File: config.mk
export PLATFORM = sky130hd
export DESIGN_NAME = keypad_scan_code_lock_top
export DESIGN_NICKNAME = d
export VERILOG_FILES = /design/src/hw/rtl/kscl_pkg.sv /design/src/hw/rtl/kscl_fsm.sv /design/src/hw/rtl/kscl_out_reg.sv /design/src/hw/rtl/keypad_scan_code_lock_top.sv
export SDC_FILE = /design/constraint.sdc
export NUM_CORES = 1
export LEC_CHECK = 0
export ABC_AREA = 1
export ABC_CLOCK_PERIOD_IN_PS = 3350
export BUFFER_PORTS_ARGS = -buffer_cell sky130_fd_sc_hd__buf_4
export CAP_MARGIN = 20
export CORE_MARGIN = 3
export CORE_UTILIZATION = 23
export DETAILED_ROUTE_END_ITERATION = 10
export PLACE_DENSITY = 0.41
export SYNTH_ARGS = -nofsm -noshare
export SYNTH_HDL_FRONTEND = slang
export SYNTH_SLANG_ARGS = --single-unit
export TNS_END_PERCENT = 10
File: constraint.sdc
create_clock -name i_clk -period 3.35 [get_ports i_clk]
set_input_delay 0.5025 -clock i_clk [delete_from_list [all_inputs] [get_ports i_clk]]
set_output_delay 0.5025 -clock i_clk [all_outputs]
set_load 0.03 [all_outputs]
File: src/hw/rtl/kscl_pkg.sv
// Shared types, constants and the key layout table for the keypad scanner and code lock.
// No dependencies; every other file of the block imports this package.
`default_nettype none

package kscl_pkg;

    // Number of keys in one code entry.
    localparam int CODE_LENGTH = 8;

    // Wide enough to count up to CODE_LENGTH, never narrower than the 4-bit port.
    localparam int KEY_CNT_W = ($clog2(CODE_LENGTH + 1) > 4) ? $clog2(CODE_LENGTH + 1) : 4;

    localparam logic [KEY_CNT_W-1:0] KEY_CNT_LAST = KEY_CNT_W'(CODE_LENGTH);
    localparam logic [3:0]           KEYS_DONE    = 4'(CODE_LENGTH % 16);

    localparam logic [7:0]  DEBOUNCE_RESET = 8'd20;
    localparam logic [31:0] CODE_RESET     = 32'hE6FC_9350;

    // Configuration register indices.
    localparam logic [1:0] REG_DEBOUNCE = 2'd0;
    localparam logic [1:0] REG_CODE     = 2'd1;

    localparam logic [3:0] COLS_IDLE   = 4'hF;
    localparam logic [3:0] DRIVE_IDLE  = 4'h0;
    localparam logic [3:0] DRIVE_ROW0  = 4'hE;
    localparam logic [1:0] ROW_LAST    = 2'd3;

    typedef struct packed {
        logic [3:0] row_drive;
        logic       key_valid;
        logic [3:0] key_code;
        logic [6:0] key_char;
        logic [3:0] keys_entered;
        logic       verdict_valid;
        logic       access_granted;
    } t_result;

    // Layout "123A" "456B" "789C" "*0#D", indexed by row*4+column.
    function automatic logic [6:0] key_char_of(input logic [3:0] code);
        logic [6:0] ch;
        case (code)
            4'd0:    ch = 7'h31;
            4'd1:    ch = 7'h32;
            4'd2:    ch = 7'h33;
            4'd3:    ch = 7'h41;
            4'd4:    ch = 7'h34;
            4'd5:    ch = 7'h35;
            4'd6:    ch = 7'h36;
            4'd7:    ch = 7'h42;
            4'd8:    ch = 7'h37;
            4'd9:    ch = 7'h38;
            4'd10:   ch = 7'h39;
            4'd11:   ch = 7'h43;
            4'd12:   ch = 7'h2A;
            4'd13:   ch = 7'h30;
            4'd14:   ch = 7'h23;
            default: ch = 7'h44;
        endcase
        return ch;
    endfunction

endpackage

`default_nettype wire

File: src/hw/rtl/kscl_fsm.sv
// Scan sequencer and code comparison: one state step per accepted column sample.
// Depends on kscl_pkg; holds the configuration registers and produces the result beat.
`default_nettype none

module kscl_fsm import kscl_pkg::*; (
    input  wire logic        i_clk,
    input  wire logic        i_rst_n,
    input  wire logic        i_step,
    input  wire logic [3:0]  i_col_lines,
    input  wire logic        i_cfg_we,
    input  wire logic [1:0]  i_cfg_index,
    input  wire logic [31:0] i_cfg_data,
    output t_result          o_result
);

    typedef enum logic [1:0] {
        PH_RELEASE,
        PH_PRESS,
        PH_DEBOUNCE,
        PH_SCAN
    } t_phase;

    t_phase                 r_phase,       n_phase;
    logic [7:0]             r_deb_count,   n_deb_count;
    logic [1:0]             r_col_found,   n_col_found;
    logic [1:0]             r_row_found,   n_row_found;
    logic [1:0]             r_scan_row,    n_scan_row;
    logic [KEY_CNT_W-1:0]   r_key_count,   n_key_count;
    logic                   r_mismatch,    n_mismatch;
    logic [7:0]             r_deb_ticks;
    logic [31:0]            r_code_word;

    logic [3:0]             key_code;
    logic [3:0]             expected;
    logic [KEY_CNT_W-1:0]   count_inc;
    t_result                res;

    always_comb begin
        n_phase     = r_phase;
        n_deb_count = r_deb_count;
        n_col_found = r_col_found;
        n_row_found = r_row_found;
        n_scan_row  = r_scan_row;
        n_key_count = r_key_count;
        n_mismatch  = r_mismatch;
        res         = '0;
        res.row_drive = DRIVE_IDLE;
        key_code    = '0;
        expected    = r_code_word[{r_key_count[2:0], 2'b00} +: 4];
        count_inc   = r_key_count + KEY_CNT_W'(1);

        case (r_phase)
            PH_RELEASE: begin
                if (i_col_lines == COLS_IDLE) begin
                    n_phase = PH_PRESS;
                end
            end
            PH_PRESS: begin
                if (i_col_lines != COLS_IDLE) begin
                    n_deb_count = r_deb_ticks;
                    n_phase     = PH_DEBOUNCE;
                end
            end
            PH_DEBOUNCE: begin
                if (r_deb_count != 8'd0) begin
                    n_deb_count = r_deb_count - 8'd1;
                end else begin
                    // Lowest-numbered column wins; a released key leaves the old column.
                    if (!i_col_lines[3]) begin
                        n_col_found = 2'd0;
                    end else if (!i_col_lines[2]) begin
                        n_col_found = 2'd1;
                    end else if (!i_col_lines[1]) begin
                        n_col_found = 2'd2;
                    end else if (!i_col_lines[0]) begin
                        n_col_found = 2'd3;
                    end
                    n_scan_row    = 2'd0;
                    res.row_drive = DRIVE_ROW0;
                    n_phase       = PH_SCAN;
                end
            end
            PH_SCAN: begin
                if (i_col_lines != COLS_IDLE) begin
                    n_row_found = r_scan_row;
                end
                if (r_scan_row != ROW_LAST) begin
                    n_scan_row    = r_scan_row + 2'd1;
                    res.row_drive = ~(4'b0001 << n_scan_row);
                end else begin
                    key_code     = {n_row_found, r_col_found};
                    res.key_valid = 1'b1;
                    res.key_code  = key_code;
                    res.key_char  = key_char_of(key_code);
                    n_mismatch    = r_mismatch | (expected != key_code);
                    n_key_count   = count_inc;
                    if (count_inc >= KEY_CNT_LAST) begin
                        res.verdict_valid  = 1'b1;
                        res.access_granted = ~n_mismatch;
                        n_key_count        = '0;
                        n_mismatch         = 1'b0;
                    end
                    n_scan_row = 2'd0;
                    n_phase    = PH_RELEASE;
                end
            end
            default: begin
                n_phase = PH_RELEASE;
            end
        endcase

        res.keys_entered = res.verdict_valid ? KEYS_DONE : n_key_count[3:0];
    end

    always_ff @(posedge i_clk) begin
        if (!i_rst_n) begin
            r_phase     <= PH_RELEASE;
            r_deb_count <= '0;
            r_col_found <= '0;
            r_row_found <= '0;
            r_scan_row  <= '0;
            r_key_count <= '0;
            r_mismatch  <= 1'b0;
        end else if (i_step) begin
            r_phase     <= n_phase;
            r_deb_count <= n_deb_count;
            r_col_found <= n_col_found;
            r_row_found <= n_row_found;
            r_scan_row  <= n_scan_row;
            r_key_count <= n_key_count;
            r_mismatch  <= n_mismatch;
        end
    end

    always_ff @(posedge i_clk) begin
        if (!i_rst_n) begin
            r_deb_ticks <= DEBOUNCE_RESET;
            r_code_word <= CODE_RESET;
        end else if (i_cfg_we) begin
            case (i_cfg_index)
                REG_DEBOUNCE: r_deb_ticks <= i_cfg_data[7:0];
                REG_CODE:     r_code_word <= i_cfg_data;
                default:      ;
            endcase
        end
    end

    assign o_result = res;

endmodule

`default_nettype wire

File: src/hw/rtl/kscl_out_reg.sv
// Result register with valid/ready handshake towards the consumer.
// Depends on kscl_pkg for the result beat type.
`default_nettype none

module kscl_out_reg import kscl_pkg::*; (
    input  wire logic    i_clk,
    input  wire logic    i_rst_n,
    input  wire logic    i_load,
    input  wire t_result i_result,
    input  wire logic    i_out_ready,
    output logic         o_can_load,
    output logic         o_out_valid,
    output t_result      o_result
);

    logic    r_valid;
    t_result r_data;

    // A new beat may enter when the register is empty or is being emptied now.
    assign o_can_load = !r_valid || i_out_ready;

    always_ff @(posedge i_clk) begin
        if (!i_rst_n) begin
            r_valid <= 1'b0;
        end else if (i_load) begin
            r_valid <= 1'b1;
        end else if (i_out_ready) begin
            r_valid <= 1'b0;
        end
    end

    always_ff @(posedge i_clk) begin
        if (i_load) begin
            r_data <= i_result;
        end
    end

    assign o_out_valid = r_valid;
    assign o_result    = r_data;

endmodule

`default_nettype wire

File: src/hw/rtl/keypad_scan_code_lock_top.sv
// Top level of the 4x4 keypad scanner with eight-key code lock.
// Depends on kscl_pkg, kscl_fsm and kscl_out_reg.
//
//  Channel  | Handshake                 | Payload
//  ---------+---------------------------+--------------------------------------------
//  input    | i_in_valid / o_in_ready   | i_col_lines
//  output   | o_out_valid / i_out_ready | o_row_drive .. o_access_granted
//  config   | i_cfg_we (no wait)        | i_cfg_index, i_cfg_data
//
// Every input beat yields one output beat in the following cycle; with the consumer ready a
// beat is taken in every cycle. The state step is one pass of logic into the result register.
// Reset (synchronous, active low) restores the register defaults and the release phase.
// While the result register is full and not taken, o_in_ready is low and the state holds.
`default_nettype none

module keypad_scan_code_lock_top import kscl_pkg::*; (
    input  wire logic        i_clk,
    input  wire logic        i_rst_n,
    input  wire logic        i_in_valid,
    output logic             o_in_ready,
    input  wire logic [3:0]  i_col_lines,
    output logic             o_out_valid,
    input  wire logic        i_out_ready,
    output logic [3:0]       o_row_drive,
    output logic             o_key_valid,
    output logic [3:0]       o_key_code,
    output logic [6:0]       o_key_char,
    output logic [3:0]       o_keys_entered,
    output logic             o_verdict_valid,
    output logic             o_access_granted,
    input  wire logic        i_cfg_we,
    input  wire logic [1:0]  i_cfg_index,
    input  wire logic [31:0] i_cfg_data
);

    logic    step;
    logic    can_load;
    t_result step_result;
    t_result out_result;

    assign o_in_ready = can_load;
    assign step       = i_in_valid && can_load;

    kscl_fsm u_fsm (
        .i_clk       (i_clk),
        .i_rst_n     (i_rst_n),
        .i_step      (step),
        .i_col_lines (i_col_lines),
        .i_cfg_we    (i_cfg_we),
        .i_cfg_index (i_cfg_index),
        .i_cfg_data  (i_cfg_data),
        .o_result    (step_result)
    );

    kscl_out_reg u_out_reg (
        .i_clk       (i_clk),
        .i_rst_n     (i_rst_n),
        .i_load      (step),
        .i_result    (step_result),
        .i_out_ready (i_out_ready),
        .o_can_load  (can_load),
        .o_out_valid (o_out_valid),
        .o_result    (out_result)
    );

    assign o_row_drive      = out_result.row_drive;
    assign o_key_valid      = out_result.key_valid;
    assign o_key_code       = out_result.key_code;
    assign o_key_char       = out_result.key_char;
    assign o_keys_entered   = out_result.keys_entered;
    assign o_verdict_valid  = out_result.verdict_valid;
    assign o_access_granted = out_result.access_granted;

endmodule

`default_nettype wire

## After elaboration in Yosys (flattened, before gate mapping)

Memory sizes are Yosys's and may differ from the RTL's.
Index checks and enable logic that the tools add are counted.

| storage, ports and cells | value |
|---|---|
| register bits | 84 |
| bits in read-only memories | 112 |
| input bits | 43 |
| output and inout port bits | 24 |
| word-level logic and storage cells | 93 |
| memories | 1 |

Memories:

| memory | words | bits a word | read ports | clocked after memory_dff | write ports | RTL line | RTL |
|---|---|---|---|---|---|---|---|
| (name not given) | 16 | 7 | 1 | 0 | 0 | kscl_pkg.sv:41 | `case (code)` |

| cells by class | value |
|---|---|
| $add $sub $neg | 3 |
| $lt $le $gt $ge | 1 |
| equal/unequal tests | 13 |
| shift operators | 2 |
| muxes and demuxes | 30 |
| bitwise logic cells | 7 |
| reduce and logical (&&, ||, !) cells | 19 |

Operators by type and width:

| cell | number |
|---|---|
| 32-bit by 6-bit indexed part select with 4-bit output | 1 |
| 2-bit 2-to-1 mux | 15 |
| 4-bit 2-to-1 mux | 5 |
| 8-bit 2-to-1 mux | 2 |
| 8-bit case mux with 2 select lines | 1 |
| 12-bit 2-to-1 mux | 1 |
| 2-bit case mux with 4 select lines | 1 |
| 4-bit case mux with 2 select lines | 1 |
| 4-bit AND reduction | 2 |
| 8-bit nonzero test | 1 |
| 8-bit by 1-bit subtractor with 8-bit output (second input constant) | 1 |
| 2-bit by 1-bit != test with 1-bit output (second input constant) | 3 |
| 2-bit != test (second input constant) | 3 |
| 2-bit AND reduction | 3 |
| 3-bit AND reduction | 2 |
| 2-bit nonzero test | 3 |
| 1-bit inverter | 5 |
| 5-bit AND reduction | 1 |
| 4-bit by 1-bit adder with 4-bit output (second input constant) | 1 |
| 2-bit by 1-bit == test with 1-bit output (second input constant) | 2 |
| 2-bit == test (second input constant) | 2 |
| 4-bit == test (second input constant) | 1 |
| 4-bit greater-or-equal comparator (second input constant) | 1 |
| 2-bit logical NOT | 2 |
| 13 further kinds | 15 |

## Longest topological paths before layout

Gate-level depths: netlist (run 1).

| depth | value |
|---|---|
| depth after elaboration | 9 |
| gate-level depth with buffers | 12 |
| mapped depth without buffers | 11 |

## By module

Synthesis (run 1) repeated with hierarchy kept, for this count alone.

| unflattened totals | value |
|---|---|
| cell total of the unflattened synthesis | 521 |
| area total of the unflattened synthesis | 4045.1 um^2 |

By module, submodules not included:

| module | times used | cells an instance | area an instance (um^2) | sequential area each (um^2) |
|---|---|---|---|---|
| kscl_fsm | 1 | 491 | 3330.7 | 1221.2 |
| kscl_out_reg | 1 | 28 | 706.9 | 680.7 |
| keypad_scan_code_lock_top | 1 | 2 | 7.5 | 0.0 |

## Least setup slack after synthesis (run 1)

Ideal clock, no wire load.

| path | value |
|---|---|
| path kind | in2reg |
| from | input port i_out_ready |
| to | register u_fsm.r_deb_count[3] |
| setup time | 0.070 ns |
| data arrival time | 1.833 ns |
| path slack | 1.448 ns |
| cell stages on the path | 8 |
| path buffers | 0 |
| cell sequence | inv_1 -> nand2_1 -> nand2_1 -> inv_2 -> nand3_2 -> a21oi_1 -> o21ai_1 -> a21oi_1 |

| on the way | value |
|---|---|
| longest elaborated chain between the ends | 3 |

RTL lines:

| what | RTL line | RTL |
|---|---|---|
| from (decl) | keypad_scan_code_lock_top.sv:23 | `input wire logic i_out_ready,` |
| 1-bit logical OR | kscl_out_reg.sv:20 | `assign o_can_load = !r_valid \|\| i_out_ready;` |
| named net o_in_ready | keypad_scan_code_lock_top.sv:20 | `output logic o_in_ready,` |
| 1-bit logical AND | keypad_scan_code_lock_top.sv:42 | `assign step = i_in_valid && can_load;` |
| named net step | keypad_scan_code_lock_top.sv:36 | `logic step;` |
| 4-bit AND reduction (no source line) | -- |  |
| to (signal assigned) | kscl_fsm.sv:126 | `r_deb_count <= n_deb_count;` |
| to (decl) | kscl_fsm.sv:24 | `logic [7:0] r_deb_count, n_deb_count;` |

The timed path passes the listed nets, and every way through them passes these cells.
A chain may end at the register's enable or synchronous reset.

## Worst setup path in the final report (run 1)

| path | value |
|---|---|
| from | register u_fsm.r_key_count[1] |
| to | register u_out_reg.r_data (netlist bit u_out_reg.o_result[0]) (data pin) |

| on the way | value |
|---|---|
| longest elaborated chain between the ends | 4 |

RTL lines:

| what | RTL line | RTL |
|---|---|---|
| from (decl) | kscl_fsm.sv:28 | `logic [KEY_CNT_W-1:0] r_key_count, n_key_count;` |
| from (signal assigned) | kscl_fsm.sv:130 | `r_key_count <= n_key_count;` |
| 4-bit by 1-bit adder with 4-bit output or 32-bit by 6-bit indexed part select with 4-bit output (tied branches) | kscl_fsm.sv:50, kscl_fsm.sv:49 |  |
| 4-bit greater-or-equal comparator or 4-bit != test (tied branches) | kscl_fsm.sv:97, kscl_fsm.sv:95 |  |
| 1-bit inverter (no source line) or 1-bit OR (tied branches) | -- |  |
| 3-bit OR reduction (no source line) or 1-bit inverter (tied branches) | -- |  |
| to (signal assigned) | kscl_out_reg.sv:34 | `r_data <= i_result;` |
| to (decl) | kscl_out_reg.sv:17 | `t_result r_data;` |

Several ways; a longest one is shown, not always the timed one.

==> results by group, run 1 <==
Final layout
  • Fin nets: 635
  • Diodes inserted: 0
  • Layout cells sized above 1: 0.185
  • Fill count: 1835
  • Most frequent cells in the layout: nand2_1, buf_4, dfxtp_1
  • Storage element area: 0.00190 mm²
  • Synth-to-layout area growth: 25.4%
  • Final Core Density: 0.299
  • Most common cell after layout, fill and taps aside: nand2_1
  • Multi-input logic area: 0.00176 mm²

Critical path
  • Crit end category: flip-flop
  • Worst Setup SP: u_fsm.r_key_count[1]$_SDFFE_PN0P_
  • Worst endpoint required time: 3.54 ns
  • R2r worst-path depth: 8
  • Critical Path AT: 2.16 ns
  • Startpoint Class: flip-flop
  • FF-to-FF Start: u_fsm.r_key_count[1]$_SDFFE_PN0P_
  • Worst-path maximum fanout: 14
  • Crit path kind: reg2reg

Placement
  • Number of port buffers: 66
  • Post-DP HPWL: 7490 µm
  • Gp weighted congestion: 0.794

Drt
  • Routed len/inst: 12.9 µm
  • Vias per cell: 4.35
  • Total number of vias: 3474
  • First-pass DRT Iterations: 4
  • DRT iter0 DRCs: 160
  • Total wire length: 10300 µm
  • DRT antenna net count: 0
  • # DRC: 0

Synth
  • Syn Area/Cell: 7.84 µm²
  • Ys flop type: dfxtp_1
  • Synthesized instance count: 512
  • Post-synth EDFFs: 22
  • Post-Syn Area: 0.00401 mm²
  • Syn nets: 573
  • Cell variety after synth: 33
  • Yosys warns: 0
  • Synth Register Bits: 84
  • Async SR Flop Fraction: 0
  • Sequential fraction of the synthesis area: 0.474

Clock tree
  • Num CTS Buffers: 9
  • Reg clk slew, reported paths: 0.06 ns
  • Worst skew pair latency: 0.35 ns
  • Clock Path Buffers: 2
  • CTS Hold Bufs: 0
  • Clk root buf: clkbuf_16
  • Clock sinks: 84
  • Cts repair resizes: 0
  • CTS tree: yes
  • Setup Buffers After CTS: 0
  • Level count of the clock H-tree: 3

Min path
  • Worst hold start: i_cfg_data[30]
  • HP Class: in2reg
  • Hold Path Depth: 3

Power
  • VDD IR max: 0.264 mV
  • Pwr Density: 500 mW/mm²
  • Leak: 0.00223 µW

Timing
  • RSZ-0062 raised after global routing: false
  • Worst-Margin Slew: 0.601 ns
  • Final worst-path cycle share: 0.587
  • Slew Limit Fails: 0
  • Worst Skew: 0.00695 ns
  • Setup TNS Final: 0 ns
  • Final Setup Violations: 0
  • Fmax: 0.509 GHz
  • Final Critical Period: 1.97 ns
  • Relative slew slack: 0.599
  • Final Hold Fails: 0
  • WHS: 0.375 ns

Run
  • Max-cap violations: 0

Global route
  • First-pass GRT wire length: 17500 µm
  • Gr ovfl total: 0
  • Tot GR Track Use: 0.113
  • Largest net degree at the start of global routing: 56
  • Vias in the first global route: 3435
  • Initial antenna violation count: 0

Floorplanning
  • DIE WIDTH: 138 µm
  • Row Count: 47
  • Initial Util: 0.239
  • DIE HEIGHT: 138 µm
  • I/O Pins: 67
  • Die area: 0.0191 mm²
  • Core area: 0.0168 mm²

Status
  • Outcome: completed
metal layers:
metal / up-vias / track usage / share of wire
met5: - / 0 / 0
met4: 0 / 0.0406 / 0.019
met3: 11 / 0.0380 / 0.050
met2: 78 / 0.164 / 0.42
met1: 1581 / 0.156 / 0.51
li1: 1804 / - / -
registers in the layout, indices dropped and copies added, names as in the netlist:
register and flops:
u_fsm.r_code_word 32, u_out_reg.o_out_valid 1, u_fsm.r_phase 2, u_fsm.r_deb_count 8, u_fsm.r_row_found 2, u_out_reg.o_result 22, u_fsm.r_mismatch 1, u_fsm.r_col_found 2
u_fsm.r_key_count 4, u_fsm.r_deb_ticks 8, u_fsm.r_scan_row 2
cells by family after synthesis:
family,count (synthesis),share of synthesized area
flops,84,0.474
simple gates,203,0.212
buf+inv,90,0.0882
xor+xnor,3,0.00655
fa+ha+maj,18,0.0561
compound gates,114,0.164
metrics by stage:
step | std cells | setup slack (ns) | instance area [µm²] | total power [µW]
finish | 799 | 1.38 | 5030 | 2520
global route | 799 | 1.06 | 5030 | 2660
CTS | 799 | 1.30 | 5030 | 2570
detailed placement | 783 | 1.26 | 4720 | 1490
global placement | 783 | 1.26 | 4720 | 1490
floorplan | 512 | 1.45 | 4010 | 1360
worst max-delay path, stage by stage, from the launching register on:
cell	delay [ns]
dfxtp_1	0.70
inv_1	0.30
nor2_1	0.16
nand2_1	0.07
nand3_1	0.12
a21oi_1	0.08
nor2_1	0.15
nand3_2	0.11
nor2_1	0.13
synth_stat cells (2+ instances only):
cell type	count	area share
a211oi_1	2	0.0037
o21ai_0	37	0.046
a21oi_1	33	0.041
o21ai_2	2	0.0044
a31oi_1	4	0.0062
o21ai_1	11	0.014
nand2_1	99	0.093
o31ai_1	2	0.0037
edfxtp_1	22	0.16
nor2_1	59	0.055
ha_1	18	0.056
o211ai_1	18	0.034
nand3_2	2	0.0050
dfxtp_1	62	0.31
nand3_1	36	0.045
inv_1	60	0.056
inv_2	12	0.011
nor2_2	2	0.0031
nor3_2	2	0.0050
buf_4	2	0.0037
xor2_1	3	0.0065
clkbuf_1	13	0.012
area by class of cell:
type                    count  share of cell area
inverters                  73              0.0544
clock buffers               9              0.0447
well taps                 220              0.0547
multi-input cells         338               0.349
repair buffers             68               0.101
flip-flops and latches     84               0.378
clock inverters             7              0.0179
final timing paths:
path,endpoint,slack (ns)
worst max-delay path,u_out_reg.o_result[0]$_SDFFCE_PP0P_,1.38
worst min-delay path,u_fsm.r_code_word[30]$_SDFFE_PN1P_,0.38
worst max register to register,u_out_reg.o_result[0]$_SDFFCE_PP0P_,1.38
worst min register to register,u_fsm.r_code_word[27]$_SDFFE_PN0P_,0.45
where the power goes:
| part | total (µW) | internal [µW] | switching (µW) |
|---|---|---|---|
| Combinational | 340 | 127 | 213 |
| Clock | 1060 | 650 | 406 |
| Sequential | 1120 | 1090 | 27.0 |
No activity file was read; power rests on OpenSTA's default activity.
==> inputs of run 2 (changes only) <==
- ABC_CLOCK_PERIOD_IN_PS: 3350 -> 1800
- PLACE_DENSITY: 0.41 -> 0.43
- clock period: 3.35 -> 1.8 ns (I/O delays scaled with it)
==> run 2 against run 1 <==
Compared with the run above:
- fmax rose by 19%
- via count barely moved
- highest routed layer unchanged
- routed wire length rose by 2.2%
- combinational power rose by 95%
- clock skew fell by 0.0020 ns
- non-clock buffer count rose by 12
- critical path depth fell by 1
- sequential share of layout area fell by 0.51 points
- clock power rose by 66%
- core utilization rose by 0.45 points
==> results by group, run 2 (synthesis results as in run 1) <==
Clock tree
  • Clk root buf: clkbuf_16
  • Num CTS Buffers: 9 (unchanged)
  • Clock sinks: 84 (unchanged)
  • Worst skew pair latency: 0.34 ns (about the same)
  • Reg clk slew, reported paths: 0.06 ns (about the same)
  • CTS Hold Bufs: 0 (unchanged)
  • Clock Path Buffers: 2 (unchanged)
  • Level count of the clock H-tree: 3 (unchanged)
  • CTS tree: yes

Timing
  • WHS: 0.142 ns (-0.233 ns)
  • Final Setup Violations: 0 (unchanged)
  • Slew Limit Fails: 0 (unchanged)
  • Relative slew slack: 0.708 (+0.109)
  • RSZ-0062 raised after global routing: true
  • Worst-Margin Slew: 0.438 ns (-0.163 ns)
  • Final Hold Fails: 0 (unchanged)
  • Final Critical Period: 1.65 ns (-0.312 ns)
  • Fin worst setup slack: 0.147 ns (-1.24 ns)
  • Fmax: 0.605 GHz (+19%)
  • Worst Skew: 0.00498 ns (-0.00197 ns)
  • Final worst-path cycle share: 0.918 (+0.332)

Run
  • Max-cap violations: 0 (unchanged)

Power
  • Sw Share: 0.275 (+0.0184)
  • Reg power frac: 0.463 (+0.018)
  • Combinational share of power: 0.147 (+0.012)
  • VDD IR max: 0.494 mV (+87%)
  • Power Internal: 3270 µW (+75%)
  • Clk pwr share: 0.390 (-0.029)
  • Pwr Density: 882 mW/mm² (+76%)
  • Net Sw Power: 1240 µW (+92%)
  • Leak: 0.00227 µW (+1.8%)

Floorplanning
  • Core area: 0.0168 mm² (unchanged)
  • Initial Util: 0.239 (unchanged)
  • Die area: 0.0191 mm² (unchanged)
  • DIE HEIGHT: 138 µm (unchanged)
  • I/O Pins: 67 (unchanged)
  • Row Count: 47 (unchanged)
  • DIE WIDTH: 138 µm (unchanged)

Global route
  • Initial antenna violation count: 0 (unchanged)
  • Vias in the first global route: 3540 (+3.1%)
  • First-pass GRT wire length: 17700 µm (+1.3%)
  • Gr ovfl total: 0 (unchanged)
  • Largest net degree at the start of global routing: 32 (-43%)
  • Tot GR Track Use: 0.113 (about the same)

Drt
  • Metal2 WL: 4320 µm (+0.39%)
  • Highest metal used: met4
  • DRT antenna net count: 0 (unchanged)
  • Vias per cell: 4.28 (-1.5%)
  • Metal3 WL: 569 µm (+9.6%)
  • First-pass DRT Iterations: 4 (unchanged)
  • DRT iter0 DRCs: 149 (-6.9%)
  • Routed len/inst: 13.0 µm (+0.70%)
  • WL met1: 5550 µm (+5.5%)
  • # DRC: 0 (unchanged)
  • Total number of vias: 3475 (+0.029%)
  • Total wire length: 10500 µm (+2.2%)

Critical path
  • Critical path buffers and inverters: 2 (+1)
  • R2R Setup Slk: 0.15 ns (-1.24 ns)
  • Critical-path cell list: inv_1 -> ha_1 -> inv_1 -> nor2_1 -> nand3_2 -> a211oi_1 -> nor2_1
  • Crit end category: flip-flop
  • Worst endpoint required time: 2.03 ns (-1.51 ns)
  • Critical Path AT: 1.88 ns (-0.28 ns)
  • Top delay family on crit path: simple AND/OR/NAND/NOR gates
  • Crit path kind: reg2reg
  • Worst-path maximum fanout: 8 (-6)
  • FF-to-FF Start: u_fsm.r_phase[0]$_SDFFE_PN0P_
  • Startpoint Class: flip-flop
  • Slowest cell on crit path: dfxtp_1
  • Worst Setup SP: u_fsm.r_phase[0]$_SDFFE_PN0P_
  • Worst path max stage delay: 0.38 ns (-0.32 ns)

Placement
  • Number of port buffers: 66 (unchanged)
  • Gp weighted congestion: 0.828 (+4.3%)
  • Inst Count DP: 795 (+1.5%)
  • Placement Setup Slack: 0.0595 ns (-1.20 ns)
  • Post-DP HPWL: 7880 µm (+5.1%)

Final layout
  • Final non-filler cell total: 811 (+1.5%)
  • Final Core Density: 0.304 (+0.00446)
  • Top reg by flops: u_fsm.r_code_word
  • Synth-to-layout area growth: 27.3%
  • Most common cell after layout, fill and taps aside: nand2_1
  • Diodes inserted: 0 (unchanged)
  • Most frequent cells in the layout: nand2_1, buf_4, inv_1, dfxtp_1, nor2_1
  • Max reg flops: 32 (unchanged)
  • Fin nets: 647 (+1.9%)
  • Layout cells sized above 1: 0.205 (+0.0199)

Min path
  • HP Class: in2reg
  • Worst hold start: i_cfg_data[4]

Status
  • Outcome: completed
## run 2: cell count changes in the layout (fill, tap and decap cells not counted), sizes merged
cell	previous run	this run
clkbuf	9	11
bufinv	2	0
clkinv	5	2
inv	73	75
buf	68	80
clkinvlp	0	1
## run 2: final timing paths
kind,to,cells past startpoint
setup / recovery,u_fsm.r_deb_count[1]$_SDFFE_PN0P_,7
hold / removal,u_fsm.r_deb_ticks[4]$_SDFFE_PN1P_,3
setup reg to reg,u_fsm.r_deb_count[1]$_SDFFE_PN0P_,7
hold reg to reg,u_fsm.r_code_word[1]$_SDFFE_PN0P_,2
## run 2: cell type report
type                            count  area [µm²]
Fill cell                        1848       11700
Sequential cell                    84        1900
Multi-Input combinational cell    338        1760
Timing Repair Buffer               80         613
Inverter                           73         279
Tap cell                          220         275
Clock buffer                       11         243
Clock inverter                      5        33.8
## run 2: power groups by stage
stage	sequential, µW	combinational [µW]	clock, µW
floorplan	2170	369	0
global route	2100	746	1890
finish	2090	662	1760
detailed placement	2130	664	0
CTS	2090	666	1800
global placement	2130	657	0
## run 2: worst register-to-register path, stage by stage (launching register included)
cell	delay (ns)
dfxtp_1	0.38
inv_1	0.10
ha_1	0.29
inv_1	0.05
nor2_1	0.13
nand3_2	0.21
a211oi_1	0.30
nor2_1	0.07
## run 2: through the flow
stage                     total power [µW]  area [µm²]  setup TNS, ns
after floorplan                       2540        4020              0
after global placement                2790        4820              0
after detailed placement              2790        4820              0
after CTS                             4560        5100              0
after global routing                  4740        5110        -0.0446
final                                 4510        5110              0
## run 2: timing repair
action,4_1_cts,5_1_grt
endpoints found under the setup margin,0,9
buffers inserted,0,0
gates resized for setup,0,4
## run 2: routing by layer
metal | track usage | up-vias
li1 | - | 1833
met1 | 0.159 | 1557
met2 | 0.164 | 79
met3 | 0.0363 | 6
met4 | 0.0354 | 0
met5 | 0 | -
==> inputs of run 3 (changes only) <==
- ABC_CLOCK_PERIOD_IN_PS: 1800 -> 1600
- PLACE_DENSITY: 0.43 -> 0.41
- clock period: 1.8 -> 1.6 ns (I/O delays scaled with it)
==> run 3 against run 2 <==
Compared with the run above:
- final area is 7.0% higher
- critical path depth is 2 higher
- flip-flop and latch count stayed put
- first-iteration DRC count is 13% higher
- die area unchanged
- power is 22% higher
- count of clock-buffer cells in the layout up 2
- fmax rose by 7.4%
- sequential share of layout area decreased by 2.3 points
- critical endpoint unchanged
- highest routed layer unchanged
==> results by group, run 3 (synthesis results as in run 1) <==
Global route
  • Vias in the first global route: 3349 (-5.4%)
  • Tot GR Track Use: 0.110 (-0.00294)
  • Initial antenna violation count: 0 (unchanged)
  • First-pass GRT wire length: 16900 µm (-4.6%)
  • Largest net degree at the start of global routing: 37 (+16%)
  • Gr ovfl total: 0 (unchanged)

Timing
  • Final worst-path cycle share: 0.962 (+0.0440)
  • Relative slew slack: 0.726 (+0.0187)
  • Final Critical Period: 1.54 ns (-0.113 ns)
  • Slew Limit Fails: 0 (unchanged)
  • Fin worst setup slack: 0.0601 ns (-0.0866 ns)
  • Fmax: 0.649 GHz (+7.4%)
  • Final Setup Violations: 0 (unchanged)
  • Worst Skew: 0.00721 ns (+0.00222 ns)
  • RSZ-0062 raised after global routing: true
  • Worst-Margin Slew: 0.410 ns (-0.0281 ns)
  • Final Hold Fails: 0 (unchanged)

Final layout
  • Synth-to-layout area growth: 36.2%
  • Fill count: 1825 (-1.2%)
  • Most frequent cells in the layout: buf_4, nand2_1, nor2_1, dfxtp_1, inv_1
  • Layout cells sized above 1: 0.271 (+0.0661)
  • Most common cell after layout, fill and taps aside: buf_4
  • Top reg by flops: u_fsm.r_code_word
  • Diodes inserted: 0 (unchanged)
  • Fin nets: 669 (+3.4%)
  • Fin area: 0.00547 mm² (+7.0%)
  • Max reg flops: 32 (unchanged)

Critical path
  • Crit path kind: reg2reg
  • Worst endpoint required time: 1.84 ns (-0.19 ns)
  • Critical-path cell list: buf_4 -> ha_1 -> inv_1 -> nor2_2 -> nor2_2 -> nand3_4 -> buf_4 -> a211oi_2 -> nor2_1
  • Crit end category: flip-flop
  • Worst-path maximum fanout: 7 (-1)
  • Startpoint Class: flip-flop
  • Top delay family on crit path: simple AND/OR/NAND/NOR gates
  • Slowest cell on crit path: dfxtp_1
  • Critical Path AT: 1.78 ns (-0.10 ns)
  • Critical path buffers and inverters: 3 (+1)
  • Worst path max stage delay: 0.32 ns (-0.06 ns)
  • Worst Setup SP: u_fsm.r_phase[0]$_SDFFE_PN0P_
  • FF-to-FF Start: u_fsm.r_phase[0]$_SDFFE_PN0P_

Placement
  • Gp weighted congestion: 0.811 (-2.0%)
  • Number of port buffers: 66 (unchanged)
  • Post-DP HPWL: 7840 µm (-0.48%)
  • Placement Setup Slack: -0.0651 ns (-0.125 ns)
  • Placed cell areas: 0.00496 mm² (+2.9%)

Drt
  • Total wire length: 10500 µm (about the same)
  • Total number of vias: 3549 (+2.1%)
  • First-pass DRT Iterations: 4 (unchanged)
  • DRT iter0 DRCs: 169 (+13%)
  • DRT antenna net count: 0 (unchanged)
  • Routed len/inst: 12.6 µm (-2.6%)
  • # DRC: 0 (unchanged)
  • Vias per cell: 4.26 (-0.57%)

Power
  • Pwr Density: 1000 mW/mm² (+14%)
  • PnR Total Power: 5480 µW (+22%)
  • VDD IR max: 0.516 mV (+4.5%)
  • Leak: 0.00245 µW (+7.9%)

Min path
  • Worst hold start: i_cfg_data[2]
  • HP Class: in2reg

Clock tree
  • Clock sinks: 84 (unchanged)
  • Level count of the clock H-tree: 3 (unchanged)
  • Clk root buf: clkbuf_16
  • Reg clk slew, reported paths: 0.06 ns (about the same)
  • CTS tree: yes
  • Num CTS Buffers: 9 (unchanged)
  • Worst skew pair latency: 0.34 ns (about the same)
  • Clock Path Buffers: 2 (unchanged)

Floorplanning
  • Initial Util: 0.239 (unchanged)
  • DIE HEIGHT: 138 µm (unchanged)
  • Row Count: 47 (unchanged)
  • Core area: 0.0168 mm² (unchanged)
  • Die area: 0.0191 mm² (unchanged)
  • DIE WIDTH: 138 µm (unchanged)
  • I/O Pins: 67 (unchanged)

Status
  • Outcome: completed

Run
  • Max-cap violations: 0 (unchanged)
==> run 3: area by class of cell <==
| cell class | count | area (µm²) | area share |
|---|---|---|---|
| sequential | 84 | 1910 | 0.349 |
| timing repair buffer | 102 | 781 | 0.143 |
| multi-input combinational | 338 | 1890 | 0.345 |
| inverter | 73 | 284 | 0.0519 |
| tap | 220 | 275 | 0.0503 |
| clock inverter | 3 | 40.0 | 0.00732 |
| clock buffer | 13 | 293 | 0.0535 |
==> run 3: per-stage QoR <==
stage                      util  setup TNS, ns  hold WS, ns  cells
after global placement    0.295         -0.104        0.442    815
after floorplan               -              0        0.353    512
final                     0.325              0        0.112    833
after CTS                 0.315              0       0.0928    831
after detailed placement  0.295         -0.113        0.443    815
after global routing      0.325        -0.0937        0.105    833
==> run 3: where the power goes <==
part / leakage [µW] / switching (µW) / internal, µW
clock network: 0.000166 / 826 / 1440
registers: 0.000732 / 49.8 / 2290
logic: 0.00155 / 514 / 362
==> run 3: worst reg2reg max path: cells and delay by family (launching register included) <==
family          cells  cell delay [ns]
compound gates      1             0.14
fa+ha+maj           1             0.19
buf+inv             3             0.38
flops               1             0.32
simple gates        4             0.41
==> run 3: worst paths after layout <==
path	depth (start not counted)	endpoint	slack, ns
worst max-delay path	9	u_fsm.r_deb_count[1]$_SDFFE_PN0P_	0.06
worst min-delay path	3	u_fsm.r_deb_ticks[2]$_SDFFE_PN1P_	0.11
worst max register to register	9	u_fsm.r_deb_count[1]$_SDFFE_PN0P_	0.06
worst min register to register	2	u_fsm.r_code_word[27]$_SDFFE_PN0P_	0.45
==> run 3: repair_timing <==
item	in CTS	in global routing
setup endpoints to repair	5	24
pin swaps	1	10
gates resized for setup	3	39
buffers inserted	0	2
hold buffers	0	0
==> run 3: routing by layer <==
metal  vias up  routed length (µm)  share of wire  global-route usage
met1      1587                5460           0.52               0.154
met5         -                   0              0                   0
li1       1876                   -              -                   -
met3         8                 482          0.046              0.0407
met4         0                 115          0.011              0.0369
met2        78                4450           0.42               0.156
